`src/hw/rtl/assert_macros.svh`:
```
// Assertion macros for the RTL files.
`ifndef ASSERT_MACROS_SVH
`define ASSERT_MACROS_SVH
`ifndef SYNTHESIS
// Same-cycle implication, disabled while reset is asserted.
`define ASSERT_IMP(label, clk, rst_n, ante, cons) \
    label: assert property (@(posedge clk) disable iff (!(rst_n)) (ante) |-> (cons)) \
        else $error("assertion failed: label");
// Next-cycle implication, disabled while reset is asserted.
`define ASSERT_NXT(label, clk, rst_n, ante, cons) \
    label: assert property (@(posedge clk) disable iff (!(rst_n)) (ante) |=> (cons)) \
        else $error("assertion failed: label");
`else
`define ASSERT_IMP(label, clk, rst_n, ante, cons)
`define ASSERT_NXT(label, clk, rst_n, ante, cons)
`endif
`endif

```
`src/hw/rtl/chsp_pkg.sv`:
```
// Types, codes and constant arithmetic for the clock hand stepper positioner.
package chsp_pkg;

    localparam int unsigned CHSP_CAL_STEPS = 600;

    localparam int unsigned CMD_W   = 2;
    localparam int unsigned SEC_W   = 6;
    localparam int unsigned MIN_W   = 6;
    localparam int unsigned HOUR_W  = 5;
    localparam int unsigned RAW_W   = 14;
    localparam int unsigned DEG_W   = 9;
    localparam int unsigned STEPS_W = 10;
    localparam int unsigned MODE_W  = 2;

    // raw * 0.021972 == raw * 5493 / 250000
    localparam int unsigned PROD_W    = 27;
    localparam int unsigned RECIP_W   = 28;
    localparam int unsigned ANG_SHIFT = 45;
    localparam logic [12:0] ANG_NUM   = 13'd5493;
    // ceil(2^45 / 250000): exact quotient for any 27-bit product
    localparam logic [RECIP_W-1:0] ANG_RECIP = 28'd140737489;

    localparam logic [DEG_W-1:0] DEG_FULL = 9'd360;

    typedef enum logic [CMD_W-1:0] {
        CMD_TICK = 2'd0,
        CMD_TOP  = 2'd1,
        CMD_CAL  = 2'd2
    } chsp_cmd_t;

    typedef enum logic [MODE_W-1:0] {
        MODE_SEC  = 2'd0,
        MODE_MIN  = 2'd1,
        MODE_HOUR = 2'd2
    } chsp_mode_t;

    typedef enum logic {
        CFG_CLOCK_MODE = 1'b0,
        CFG_HOLD_HANDS = 1'b1
    } chsp_cfg_idx_t;

    typedef struct packed {
        logic [CMD_W-1:0]  command;
        logic [SEC_W-1:0]  sec_now;
        logic [MIN_W-1:0]  min_now;
        logic [HOUR_W-1:0] hour_now;
        logic [RAW_W-1:0]  angle_raw;
    } chsp_in_t;

    typedef struct packed {
        logic               step_pulse;
        logic               step_dir;
        logic [DEG_W-1:0]   goal_angle;
        logic [STEPS_W-1:0] steps_pending;
        logic               calibrating;
    } chsp_out_t;

    // floor(d * 5 / 9) for d < 360, as d * 18205 >> 15
    function automatic logic [7:0] deg_to_steps(input logic [DEG_W-1:0] d);
        logic [22:0] prod;
        prod = 23'(d) * 23'd18205;
        return prod[22:15];
    endfunction

endpackage

```
`src/hw/rtl/clock_hand_stepper_positioner_top.sv`:
```
// Clock hand stepper positioner: three-stage pipeline, one beat per cycle.
//
// Takes one command beat per clock and returns exactly one result beat for it,
// from the result register once both earlier stages pass it on. A sustained rate
// of one beat per cycle holds as long as out_stall stays low; each of the three
// registers (input/angle product, angle and time position, result) advances
// independently, so a stalled result only backs up into the earlier stages. The
// first stage registers raw*5493; the second turns it into whole degrees with a
// 27x28 reciprocal multiply and forms 360 - 6*position from the selected clock
// field; the third holds the stepper state (pending steps, direction, top-sensor
// offset, calibration flag, last second, goal) and produces the result beat.
// clock_mode and hold_hands are written through the cfg port, which is always
// ready; write them only while no beat is in flight.
`include "assert_macros.svh"

module clock_hand_stepper_positioner_top
    import chsp_pkg::*;
#(
    parameter int unsigned CAL_STEPS = CHSP_CAL_STEPS
) (
    input  logic              clk,
    input  logic              rst_n,
    input  logic              in_valid,
    output logic              in_stall,
    input  chsp_in_t          in_data,
    output logic              out_valid,
    input  logic              out_stall,
    output chsp_out_t         out_data,
    input  logic              cfg_valid,
    output logic              cfg_ready,
    input  logic              cfg_index,
    input  logic [MODE_W-1:0] cfg_data
);

    typedef struct packed {
        logic [CMD_W-1:0]  command;
        logic [SEC_W-1:0]  sec_now;
        logic [MIN_W-1:0]  min_now;
        logic [HOUR_W-1:0] hour_now;
        logic [PROD_W-1:0] prod;
    } stage_a_t;

    typedef struct packed {
        logic [CMD_W-1:0] command;
        logic [SEC_W-1:0] sec_now;
        logic [DEG_W-1:0] angle;
        logic [DEG_W-1:0] goal_base;
    } stage_b_t;

    // config registers
    logic [MODE_W-1:0] clock_mode_reg;
    logic              hold_hands_reg;

    // pipeline registers
    logic      a_valid_reg, b_valid_reg, out_valid_reg;
    stage_a_t  a_reg;
    stage_b_t  b_reg;
    chsp_out_t out_reg;

    // stepper state
    logic [STEPS_W-1:0] steps_left_reg, steps_left_next;
    logic               move_dir_reg, move_dir_next;
    logic               cal_active_reg, cal_active_next;
    logic [DEG_W-1:0]   top_offset_reg, top_offset_next;
    logic [SEC_W-1:0]   last_sec_reg, last_sec_next;
    logic [DEG_W-1:0]   goal_reg, goal_next;
    logic               pulse, pulse_dir;

    logic out_adv, b_adv, a_adv, c_fire;

    // ---------------- flow control ----------------
    // Each stage can load when it is empty or its content moves on this edge.
    assign out_adv  = !out_valid_reg || !out_stall;
    assign b_adv    = !b_valid_reg || out_adv;
    assign a_adv    = !a_valid_reg || b_adv;
    assign in_stall = !a_adv;
    assign c_fire   = b_valid_reg && out_adv;

    assign cfg_ready = 1'b1;
    assign out_valid = out_valid_reg;
    assign out_data  = out_reg;

    // ---------------- config ----------------
    always_ff @(posedge clk or negedge rst_n)
    begin
        if (!rst_n)
        begin
            clock_mode_reg <= '0;
            hold_hands_reg <= 1'b0;
        end
        else if (cfg_valid && cfg_ready)
        begin
            unique case (chsp_cfg_idx_t'(cfg_index))
                CFG_CLOCK_MODE: clock_mode_reg <= cfg_data;
                CFG_HOLD_HANDS: hold_hands_reg <= cfg_data[0];
            endcase
        end
    end

    // ---------------- stage A: sensor product ----------------
    stage_a_t a_next;
    always_comb
    begin
        a_next.command  = in_data.command;
        a_next.sec_now  = in_data.sec_now;
        a_next.min_now  = in_data.min_now;
        a_next.hour_now = in_data.hour_now;
        a_next.prod     = PROD_W'(in_data.angle_raw) * PROD_W'(ANG_NUM);
    end

    always_ff @(posedge clk or negedge rst_n)
    begin
        if (!rst_n)
            a_valid_reg <= 1'b0;
        else if (a_adv)
            a_valid_reg <= in_valid;
    end

    always_ff @(posedge clk)
    begin
        if (in_valid && a_adv)
            a_reg <= a_next;
    end

    // ---------------- stage B: degrees and clock position ----------------
    logic [PROD_W+RECIP_W-1:0] ang_full;
    logic [HOUR_W-2:0]         hour12;
    logic [11:0]               min_mul;
    logic [6:0]                hour_pos, pos_sel;
    logic [SEC_W-1:0]          pos_m;
    stage_b_t                  b_next;

    always_comb
    begin
        ang_full = (PROD_W+RECIP_W)'(a_reg.prod) * (PROD_W+RECIP_W)'(ANG_RECIP);

        // hour mod 12 (hour field tops out at 31)
        if (a_reg.hour_now >= HOUR_W'(24))
            hour12 = (HOUR_W-1)'(a_reg.hour_now - HOUR_W'(24));
        else if (a_reg.hour_now >= HOUR_W'(12))
            hour12 = (HOUR_W-1)'(a_reg.hour_now - HOUR_W'(12));
        else
            hour12 = (HOUR_W-1)'(a_reg.hour_now);

        // min/12 == min*43 >> 9 for min < 64
        min_mul  = 12'(a_reg.min_now) * 12'd43;
        hour_pos = 7'(hour12) * 7'd5 + 7'(min_mul[11:9]);

        unique case (chsp_mode_t'(clock_mode_reg))
            MODE_MIN:  pos_sel = 7'(a_reg.min_now);
            MODE_HOUR: pos_sel = hour_pos;
            default:   pos_sel = 7'(a_reg.sec_now);
        endcase

        pos_m = (pos_sel >= 7'd60) ? SEC_W'(pos_sel - 7'd60) : SEC_W'(pos_sel);

        b_next.command   = a_reg.command;
        b_next.sec_now   = a_reg.sec_now;
        b_next.angle     = ang_full[ANG_SHIFT+DEG_W-1:ANG_SHIFT];
        b_next.goal_base = DEG_FULL - DEG_W'(DEG_W'(pos_m) * DEG_W'(6));
    end

    always_ff @(posedge clk or negedge rst_n)
    begin
        if (!rst_n)
            b_valid_reg <= 1'b0;
        else if (b_adv)
            b_valid_reg <= a_valid_reg;
    end

    always_ff @(posedge clk)
    begin
        if (a_valid_reg && b_adv)
            b_reg <= b_next;
    end

    // ---------------- stage C: stepper state and result ----------------
    logic [DEG_W:0]   goal_sum;
    logic [DEG_W-1:0] goal_new, fwd_d, rev_d;
    logic [DEG_W:0]   fwd_raw;
    logic [7:0]       fwd_s, rev_s;
    logic             retarget;

    always_comb
    begin
        // goal = 360 - 6*pos + offset, wrapped into 1..360
        goal_sum = (DEG_W+1)'(b_reg.goal_base) + (DEG_W+1)'(top_offset_reg);
        goal_new = (goal_sum > (DEG_W+1)'(DEG_FULL))
                 ? DEG_W'(goal_sum - (DEG_W+1)'(DEG_FULL)) : DEG_W'(goal_sum);

        // forward distance angle -> goal; reverse is its complement
        fwd_raw = (DEG_W+1)'(b_reg.angle) - (DEG_W+1)'(goal_new);
        if (b_reg.angle < goal_new)
            fwd_raw = fwd_raw + (DEG_W+1)'(DEG_FULL);
        fwd_d = DEG_W'(fwd_raw);
        rev_d = (fwd_d == '0) ? '0 : DEG_FULL - fwd_d;
        fwd_s = deg_to_steps(fwd_d);
        rev_s = deg_to_steps(rev_d);

        steps_left_next = steps_left_reg;
        move_dir_next   = move_dir_reg;
        cal_active_next = cal_active_reg;
        top_offset_next = top_offset_reg;
        last_sec_next   = last_sec_reg;
        goal_next       = goal_reg;
        pulse           = 1'b0;
        pulse_dir       = 1'b0;
        retarget        = 1'b0;

        unique case (b_reg.command)
            CMD_TICK:
            begin
                if (steps_left_reg != '0)
                begin
                    pulse           = 1'b1;
                    pulse_dir       = move_dir_reg;
                    steps_left_next = steps_left_reg - STEPS_W'(1);
                end
                if (b_reg.sec_now != last_sec_reg)
                begin
                    last_sec_next = b_reg.sec_now;
                    retarget      = !hold_hands_reg && !cal_active_reg;
                end
                if (retarget)
                begin
                    goal_next = goal_new;
                    // ties go forward
                    if (fwd_s <= rev_s)
                    begin
                        move_dir_next   = 1'b0;
                        steps_left_next = STEPS_W'(fwd_s);
                    end
                    else
                    begin
                        move_dir_next   = 1'b1;
                        steps_left_next = STEPS_W'(rev_s);
                    end
                end
            end
            CMD_TOP:
            begin
                top_offset_next = b_reg.angle;
                if (cal_active_reg)
                begin
                    cal_active_next = 1'b0;
                    steps_left_next = '0;
                end
            end
            CMD_CAL:
            begin
                steps_left_next = STEPS_W'(CAL_STEPS);
                move_dir_next   = 1'b0;
                cal_active_next = 1'b1;
            end
            default:
            begin
                // unused command: report status only
            end
        endcase
    end

    always_ff @(posedge clk or negedge rst_n)
    begin
        if (!rst_n)
        begin
            steps_left_reg <= '0;
            move_dir_reg   <= 1'b0;
            cal_active_reg <= 1'b0;
            top_offset_reg <= '0;
            last_sec_reg   <= '0;
            goal_reg       <= '0;
        end
        else if (c_fire)
        begin
            steps_left_reg <= steps_left_next;
            move_dir_reg   <= move_dir_next;
            cal_active_reg <= cal_active_next;
            top_offset_reg <= top_offset_next;
            last_sec_reg   <= last_sec_next;
            goal_reg       <= goal_next;
        end
    end

    always_ff @(posedge clk or negedge rst_n)
    begin
        if (!rst_n)
            out_valid_reg <= 1'b0;
        else if (out_adv)
            out_valid_reg <= b_valid_reg;
    end

    always_ff @(posedge clk)
    begin
        if (c_fire)
        begin
            out_reg.step_pulse    <= pulse;
            out_reg.step_dir      <= pulse_dir;
            out_reg.goal_angle    <= goal_next;
            out_reg.steps_pending <= steps_left_next;
            out_reg.calibrating   <= cal_active_next;
        end
    end

    // ---------------- assertions ----------------
    `ASSERT_IMP(a_dir_idle, clk, rst_n, out_valid_reg && !out_reg.step_pulse,
        !out_reg.step_dir)
    `ASSERT_IMP(a_goal_range, clk, rst_n, 1'b1, goal_reg <= DEG_FULL)
    `ASSERT_IMP(a_cal_bound, clk, rst_n, cal_active_reg,
        steps_left_reg <= STEPS_W'(CAL_STEPS))
    `ASSERT_IMP(a_no_stall_empty, clk, rst_n, !a_valid_reg, !in_stall)
    `ASSERT_NXT(a_step_count, clk, rst_n,
        c_fire && b_reg.command == CMD_TICK && steps_left_reg != '0 && !retarget,
        steps_left_reg == $past(steps_left_reg) - STEPS_W'(1))

endmodule

```
`config.mk`:
```
export PLATFORM = sky130hd
export DESIGN_NAME = clock_hand_stepper_positioner_top
export DESIGN_NICKNAME = d
export VERILOG_FILES = /design/src/hw/rtl/chsp_pkg.sv /design/src/hw/rtl/clock_hand_stepper_positioner_top.sv
export VERILOG_INCLUDE_DIRS = /design/src /design/src/hw/rtl
export SDC_FILE = /design/constraint.sdc
export NUM_CORES = 1
export LEC_CHECK = 0
export ABC_AREA = 1
export ABC_CLOCK_PERIOD_IN_PS = 11500
export BUFFER_PORTS_ARGS = -buffer_cell sky130_fd_sc_hd__buf_2
export CORE_MARGIN = 5
export CORE_UTILIZATION = 55
export CTS_CLUSTER_DIAMETER = 100
export CTS_CLUSTER_SIZE = 10
export DETAILED_ROUTE_END_ITERATION = 6
export PLACE_DENSITY = 0.74
export SETUP_SLACK_MARGIN = 0.2
export SYNTH_ARGS = -nofsm -noshare
export SYNTH_HDL_FRONTEND = slang
export SYNTH_SLANG_ARGS = --single-unit
```
`constraint.sdc`:
```
create_clock -name clk -period 11.5 [get_ports clk]
set_clock_uncertainty 0.05 [all_clocks]
set_input_delay 2.3 -clock clk [delete_from_list [all_inputs] [get_ports clk]]
set_output_delay 2.3 -clock clk [all_outputs]
set_load 0.01 [all_outputs]
```
==> impl_metrics.csv, run 1 <==
group,metric,value,unit
clock_network,clkSinkCount,135,
route,via_per_inst,5.32,
clock_network,clk_path_buf_depth,2,
layout,final_nets,3841,
placed_design,place.gp.congestion,0.936,
clock_network,clockRootBuffer,"clkbuf_16",
worst_setup_path,crit_required,11830,ps
sta,rsz0062_at_grt,"no",
outcome,violations,"DRC",
sta,slew_headroom,30.3,%
worst_setup_path,cp_common_cell,"nand2_1",
route,routed_wl,58.8,mm
run,maxCapViolations,0,
layout,final_cell_mix,"inv_1, ha_1, fa_1",
sta,period_needed,10520,ps
clock_network,clk_latency,480,ps
floorplan,die_area,51800,um^2
clock_network,cts_hold_buffers,0,
yosys,synthCells,2799,
yosys,synth-main-ff-cell,"edfxtp_1",
sta,period_share,91.5,%
grt,grt_util_all_layers,23.8,%
worst_setup_path,cp.arrival,10860,ps
sta,hold_violations,0,
layout,syn_to_final_growth,7.28,%
yosys,async_flop_share,31.1,%
clock_network,path_clk_slew,70,ps
yosys,ys_types,56,
worst_setup_path,critical_path_class,"reg2reg",
layout,largest_reg_flops,46,
route,wl_per_cell,16.7,um
worst_setup_path,worst_path_max_delay_cell,"fa_1",
layout,drive_gt1_share,7.41,%
yosys,synth-edff-count,93,
placed_design,portBuffers,64,
route,drt-pass1-iter-count,7,
outcome,status,"complete, but fails checks",
layout,diodes,0,
floorplan,start_util,55.7,%
route,drc,1,
grt,grt_pass1_wl,98.7,mm
grt,antenna_found_initial,0,
grt,overflow,0,
sta,slew_viol_final,0,
placed_design,dp_hpwl,51.6,mm
hold_path,hp-class,"reg2reg",
floorplan,row_count,79,
layout,final_common_cell,"inv_1",
grt,first_global_vias,20200,
sta,clock.fmax,95.0,MHz
worst_setup_path,cpPeakStageDelay,550,ps
yosys,netlist_area,26100,um^2
sta,fin_setup_tns,0,ps
worst_setup_path,startpoint_type,"register",
floorplan,die_h,228,um
yosys,ys_seq_area_share,14.8,%
grt,grt_max_degree,58,
floorplan,die_width,228,um
route,drt-initial-drc-count,877,
yosys,ys_ff_latch,135,
route,vias,18700,
worst_setup_path,endpoint_kind,"register",
clock_network,cts_tree,"yes",
yosys,synth.avg_cell_area,9.31,um^2
route,ant_nets,0,
floorplan,coreArea,46800,um^2
sta,worstMarginPinSlew,1050,ps
floorplan,num_io_pins,66,
clock_network,numCtsBuffers,17,
sta,setup_viol,0,
worst_setup_path,critPathMaxFanout,13,
clock_network,htree_num_levels,4,
yosys,synth_nets,3751,
yosys,synth_warnings,0,
==> through the flow <==
| stage | utilization (%) | area (um^2) | instances | hold WS (ps) | setup slack [ps] |
|---|---|---|---|---|---|
| 2_1_floorplan | - | 26100 | 2799 | 350 | 1600 |
| 3_3_place_gp | 58.1 | 27200 | 3467 | 368 | 776 |
| 3_5_place_dp | 58.1 | 27200 | 3467 | 373 | 364 |
| 4_1_cts | 59.4 | 27800 | 3499 | 392 | 302 |
| 5_1_grt | 59.8 | 28000 | 3509 | 407 | 154 |
| 6_report | 59.8 | 28000 | 3509 | 388 | 976 |
==> synthesized netlist by cell type, types with 3 or more instances <==
cell type	number	area [um^2]
a211oi_1	5	37.5
a21o_1	6	45.0
a21oi_1	128	641
a21oi_2	3	26.3
a221o_1	3	30.0
a31oi_1	8	50.1
and2_1	3	18.8
clkbuf_1	5	18.8
clkinv_1	3	11.3
dfrtp_1	42	1050
edfxtp_1	93	2790
fa_1	375	7510
ha_1	536	6710
inv_1	775	2910
inv_2	8	30.0
mux2_2	10	113
nand2_1	293	1100
nand2_2	29	181
nand2_4	4	45.0
nand3_1	69	345
nand3_2	12	120
nand3b_1	3	22.5
nand4_1	15	93.8
nor2_1	110	413
nor2_2	5	31.3
nor3_1	17	85.1
nor4_1	5	31.3
o211ai_1	12	90.1
o21a_1	5	37.5
o21ai_0	102	510
o21bai_1	3	22.5
o221ai_1	5	43.8
or2_2	7	43.8
xnor2_1	28	245
xor2_1	46	403
==> worst max-delay path: cells and delay by family (launching register included) <==
kind | cells | cell delay [ps]
compound gates | 8 | 1770
flops | 1 | 390
xor+xnor | 1 | 200
simple gates | 37 | 3410
fa+ha+maj | 10 | 3550
buf+inv | 11 | 1050
==> cell families after synthesis <==
| group | share of synthesized area [%] |
|---|---|
| other | 0.0144 |
| adder cells (fa/ha/maj) | 54.5 |
| AND/OR/NAND/NOR | 9.91 |
| XOR/XNOR | 2.49 |
| flip-flops | 14.8 |
| multiplexers | 0.432 |
| AO/OA/AOI/OAI | 6.42 |
| buffers and inverters | 11.4 |
==> per-layer routing <==
metal	GRT usage, %	wire, um	share of wire, %
met5	0	0	0
met4	6.29	1450	2.5
met3	4.06	2580	4.4
met2	42.3	29600	50
met1	30.3	25100	43
==> final cells by class <==
class / count / area [um^2]
multi-input cells: 1871 / 19300
fillers: 4001 / 18800
flip-flops and latches: 135 / 3840
inverters: 786 / 2960
well taps: 607 / 759
clock buffers: 17 / 425
repair buffers: 78 / 425
clock inverters: 15 / 196
==> what timing repair did <==
| item | 4_1_cts | 5_1_grt |
|---|---|---|
| setup endpoints to repair | 0 | 17 |
| setup buffers | 0 | 10 |
| resized for setup | 0 | 27 |
==> final timing paths <==
kind	slack, ps	end	startpoint	cells after the start
max in group asynchronous	8770	steps_left_reg[0]	rst_n	1
worst max-delay path	980	steps_left_reg[4]	b_reg[1]	67
worst min register to register	390	b_reg[24]	a_reg[44]	0
min in group asynchronous	1960	top_offset_reg[2]	rst_n	1
worst max register to register	980	steps_left_reg[4]	b_reg[1]	67
worst min-delay path	390	b_reg[24]	a_reg[44]	0
Power of run 1 is left out: the tool's default activity adds up to more than one toggle a clock period on the data nets, which glitch-free logic cannot reach.
==> run 2: changes to the inputs <==
CORE_UTILIZATION = 30   (was 55)
PLACE_DENSITY = default   (was 0.74)
==> run 2 against run 1 <==
- the run now ends clean
- via count down 4.4%
- sequential share of layout area is 0.34 points lower
- register-to-register slack better by 90 ps
- final area rose by 2.6%
==> impl_metrics.csv, run 2 (synthesis gave the netlist of run 1 again) <==
group,metric,value,unit
grt,global_route.usage.met3,2.56,%
clock_network,clkSinkCount,135,
layout,final_nets,3841,
grt,met1_usage,17.3,%
run,maxCapViolations,0,
floorplan,row_count,108,
grt,gr-max-usage-layer,"met2",
worst_setup_path,cp_common_cell,"nand2_1",
route,routed_wl,58.5,mm
worst_setup_path,critical_path_class,"reg2reg",
route,vias,17900,
grt,grtUsageMet2,21.8,%
route,drc,0,
worst_setup_path,crit_required,11850,ps
sta,period_share,90.7,%
floorplan,die_area,92900,um^2
sta,rsz0062_at_grt,"no",
grt,grt_max_degree,58,
sta,hold_violations,0,
route,drt-initial-drc-count,738,
sta,slew_viol_final,0,
layout,drive_gt1_share,7.55,%
worst_setup_path,cp.arrival,10780,ps
route,ant_nets,0,
grt,overflow,0,
hold_path,hold_depth,0,
sta,fin_setup_tns,0,ps
layout,largest_reg_flops,46,
sta,clock.fmax,95.9,MHz
placed_design,place.gp.congestion,0.896,
floorplan,die_width,305,um
hold_path,hp-class,"reg2reg",
clock_network,clockRootBuffer,"clkbuf_16",
sta,setup_viol,0,
layout,diodes,0,
clock_network,path_clk_slew,70,ps
grt,antenna_found_initial,0,
grt,grt_util_all_layers,13.0,%
clock_network,numCtsBuffers,17,
sta,slew_headroom,27.4,%
layout,final_common_cell,"inv_1",
worst_setup_path,startpoint_type,"register",
grt,grt_pass1_wl,97.1,mm
worst_setup_path,reg2regPathDepth,71,
floorplan,start_util,30.1,%
placed_design,portBuffers,64,
sta,worstMarginPinSlew,1080,ps
clock_network,cts_tree,"yes",
route,via_per_inst,4.40,
route,drt-pass1-iter-count,5,
sta,period_needed,10430,ps
floorplan,die_h,305,um
worst_setup_path,critPathMaxFanout,13,
worst_setup_path,cpPeakStageDelay,520,ps
route,wl_per_cell,14.4,um
worst_setup_path,endpoint_kind,"register",
layout,nFillCells,8984,
worst_setup_path,worst_path_max_delay_cell,"fa_1",
grt,first_global_vias,18800,
worst_setup_path,r2r_slack,1070,ps
clock_network,clk_latency,490,ps
floorplan,coreArea,86500,um^2
placed_design,dp_hpwl,51.3,mm
clock_network,clk_path_buf_depth,2,
floorplan,num_io_pins,66,
outcome,status,"finished, final reports clean",
layout,syn_to_final_growth,10.0,%
clock_network,htree_num_levels,4,
layout,final_cell_mix,"inv_1, ha_1, fa_1",
run 2: changes by cell type in the layout (fill, tap and decap cells not counted), sizes merged:
cell / before / now
inv: 792 / 791
clkinvlp: 1 / 2
run 2: worst paths after layout:
check / end / startpoint
max: steps_left_reg[4] / top_offset_reg[1]
min: b_reg[24] / a_reg[44]
max reg2reg: steps_left_reg[4] / top_offset_reg[1]
min reg2reg: b_reg[24] / a_reg[44]
max in group asynchronous: top_offset_reg[3] / rst_n
min in group asynchronous: b_valid_reg / rst_n
run 2: metal layers:
metal | wire length (um) | share of wire [%]
met2 | 27900 | 48
met1 | 27300 | 47
met3 | 2050 | 3.5
met4 | 1290 | 2.2
met5 | 0 | 0
run 2: stage by stage:
step / area (um^2) / utilization, % / cells / hold WS (ps) / setup WS (ps)
finish: 28700 / 33.2 / 4057 / 367 / 1070
global placement: 27800 / 32.2 / 4015 / 351 / 674
floorplan: 26100 / - / 2799 / 350 / 1600
detailed placement: 27800 / 32.2 / 4015 / 358 / 375
global route: 28700 / 33.2 / 4057 / 394 / 143
CTS: 28400 / 32.9 / 4047 / 376 / 317
run 2: cell type report:
class | count | area, um^2 | share of cell area, %
Multi-Input combinational cell | 1871 | 19400 | 67.6
Sequential cell | 135 | 3840 | 13.4
Inverter | 786 | 2960 | 10.3
Tap cell | 1155 | 1450 | 5.04
Clock buffer | 17 | 425 | 1.48
Timing Repair Buffer | 78 | 425 | 1.48
Clock inverter | 15 | 186 | 0.650
run 2: worst max-delay path: cells and delay by family (launching register included):
| family | cells | cell delay, ps |
|---|---|---|
| simple gates | 36 | 3280 |
| xor+xnor | 1 | 200 |
| flops | 1 | 390 |
| compound gates | 11 | 1850 |
| fa+ha+maj | 10 | 3540 |
| buf+inv | 13 | 1040 |
run 2: what timing repair did:
item                                    4_1_cts  5_1_grt
resized for setup                             0       36
buffers inserted                              0       10
endpoints found under the setup margin        0       17
hold buffers                                  0        0
Power of run 2 is left out for the same reason.
==> run 3: changes to the inputs <==
ABC_CLOCK_PERIOD_IN_PS = 12870   (was 11500)
SLEW_MARGIN = 20   (was default)
clock period = 12.87 ns   (was 11.5 ns; I/O delays follow)
==> run 3 against run 2 <==
- final area decreased by 0.89%
- first-iteration DRC count grew 1.9%
- worst setup slack better by 570 ps
- global-route usage up 0.11 points
- register-to-register slack improved by 570 ps
- worst hold slack lost 3.2 ps
- maximum frequency shrank 7.1%
- critical endpoint unchanged
==> impl_metrics.csv, run 3 (synthesis gave the netlist of run 1 again) <==
group,metric,value,unit
sta,hold_violations,0,
grt,first_global_vias,18800,
route,vias,17900,
grt,grt_pass1_wl,97.6,mm
sta,rsz0062_at_grt,"no",
sta,fin_setup_tns,0,ps
floorplan,start_util,30.1,%
floorplan,die_area,92900,um^2
clock_network,clkSinkCount,135,
placed_design,dp_hpwl,51.8,mm
layout,final_common_cell,"inv_1",
worst_setup_path,endpoint_kind,"register",
hold_path,min-delay-start,"a_reg[45]",
worst_setup_path,cpPeakStageDelay,630,ps
sta,slew_headroom,30.9,%
floorplan,die_width,305,um
layout,syn_to_final_growth,9.06,%
sta,setup_slack,1640,ps
worst_setup_path,cp.arrival,11570,ps
floorplan,coreArea,86500,um^2
hold_path,holdPathEnd,"b_reg[25]",
grt,grt_util_all_layers,13.1,%
worst_setup_path,critPathMaxFanout,13,
route,drc,0,
grt,overflow,0,
clock_network,numCtsBuffers,17,
route,wl_per_cell,14.5,um
placed_design,dp_slack,1670,ps
clock_network,clk_latency,490,ps
clock_network,htree_num_levels,4,
floorplan,row_count,108,
outcome,status,"finished, final reports clean",
worst_setup_path,reg2regPathDepth,61,
route,drt-initial-drc-count,752,
clock_network,cts_hold_buffers,0,
layout,final_nets,3831,
route,via_per_inst,4.43,
worst_setup_path,critical_path_class,"reg2reg",
hold_path,hp-class,"reg2reg",
worst_setup_path,worst_path_max_delay_cell,"o21ai_0",
route,ant_nets,0,
grt,grt_max_degree,58,
clock_network,cts_tree,"yes",
sta,period_needed,11230,ps
layout,diodes,0,
sta,worstMarginPinSlew,1040,ps
sta,slew_viol_final,0,
layout,drive_gt1_share,6.26,%
layout,nFillCells,9029,
run,maxCapViolations,0,
sta,period_share,87.2,%
floorplan,die_h,305,um
worst_setup_path,r2r_slack,1640,ps
worst_setup_path,cp_common_cell,"nand2_1",
placed_design,place.gp.congestion,0.896,
sta,setup_viol,0,
worst_setup_path,crit_required,13220,ps
placed_design,portBuffers,64,
floorplan,num_io_pins,66,
clock_network,ctsResizeCount,0,
sta,clock.fmax,89.1,MHz
layout,largest_reg_flops,46,
worst_setup_path,regToRegStartpoint,"b_reg[1]",
grt,antenna_found_initial,0,
clock_network,post_cts_buffers,0,
layout,final_cell_mix,"inv_1, ha_1, fa_1",
clock_network,path_clk_slew,70,ps
clock_network,clockRootBuffer,"clkbuf_16",
worst_setup_path,startpoint_type,"register",
route,routed_wl,58.7,mm
clock_network,clk_path_buf_depth,2,
hold_path,hold_depth,0,
worst_setup_path,timing.rr.end,"steps_left_reg[4]",
route,drt-pass1-iter-count,5,
run 3: per-stage QoR:
step	instance area [um^2]	std cells	util (%)	hold WS (ps)
2_1_floorplan	26100	2799	-	350
3_3_place_gp	27800	4015	32.2	352
3_5_place_dp	27800	4015	32.2	357
4_1_cts	28400	4047	32.9	366
5_1_grt	28400	4047	32.9	383
6_report	28400	4047	32.9	364
run 3: layout make-up:
class | instances | area, um^2 | area share, %
Multi-Input combinational cell | 1871 | 19200 | 67.7
Sequential cell | 135 | 3840 | 13.5
Inverter | 786 | 2950 | 10.4
Tap cell | 1155 | 1450 | 5.09
Clock buffer | 20 | 437 | 1.54
Timing Repair Buffer | 68 | 350 | 1.23
Clock inverter | 12 | 145 | 0.511
run 3: worst max path at each step:
stage	from	to	cells past startpoint
after floorplan	b_reg[1]	steps_left_reg[3]	62
after global routing	b_reg[1]	steps_left_reg[4]	64
after global placement	b_reg[1]	steps_left_reg[4]	61
after detailed placement	b_reg[1]	steps_left_reg[4]	61
after CTS	b_reg[1]	steps_left_reg[4]	61
final	b_reg[1]	steps_left_reg[4]	61
run 3: metal layers:
| metal | vias to the layer above | global-route usage [%] | routed length [um] |
|---|---|---|---|
| met5 | - | 0 | 0 |
| met1 | 8617 | 17.5 | 27500 |
| met2 | 266 | 21.6 | 27300 |
| met4 | 0 | 4.44 | 1850 |
| met3 | 88 | 2.26 | 2100 |
| li1 | 8952 | - | - |
run 3: worst max-delay path, delay by kind of cell, from the launching register on:
family	cells	cell delay, ps
xor+xnor	2	530
compound gates	10	2860
fa+ha+maj	10	3670
buf+inv	9	950
flops	1	370
simple gates	30	2710
Power of run 3 is left out for the same reason.
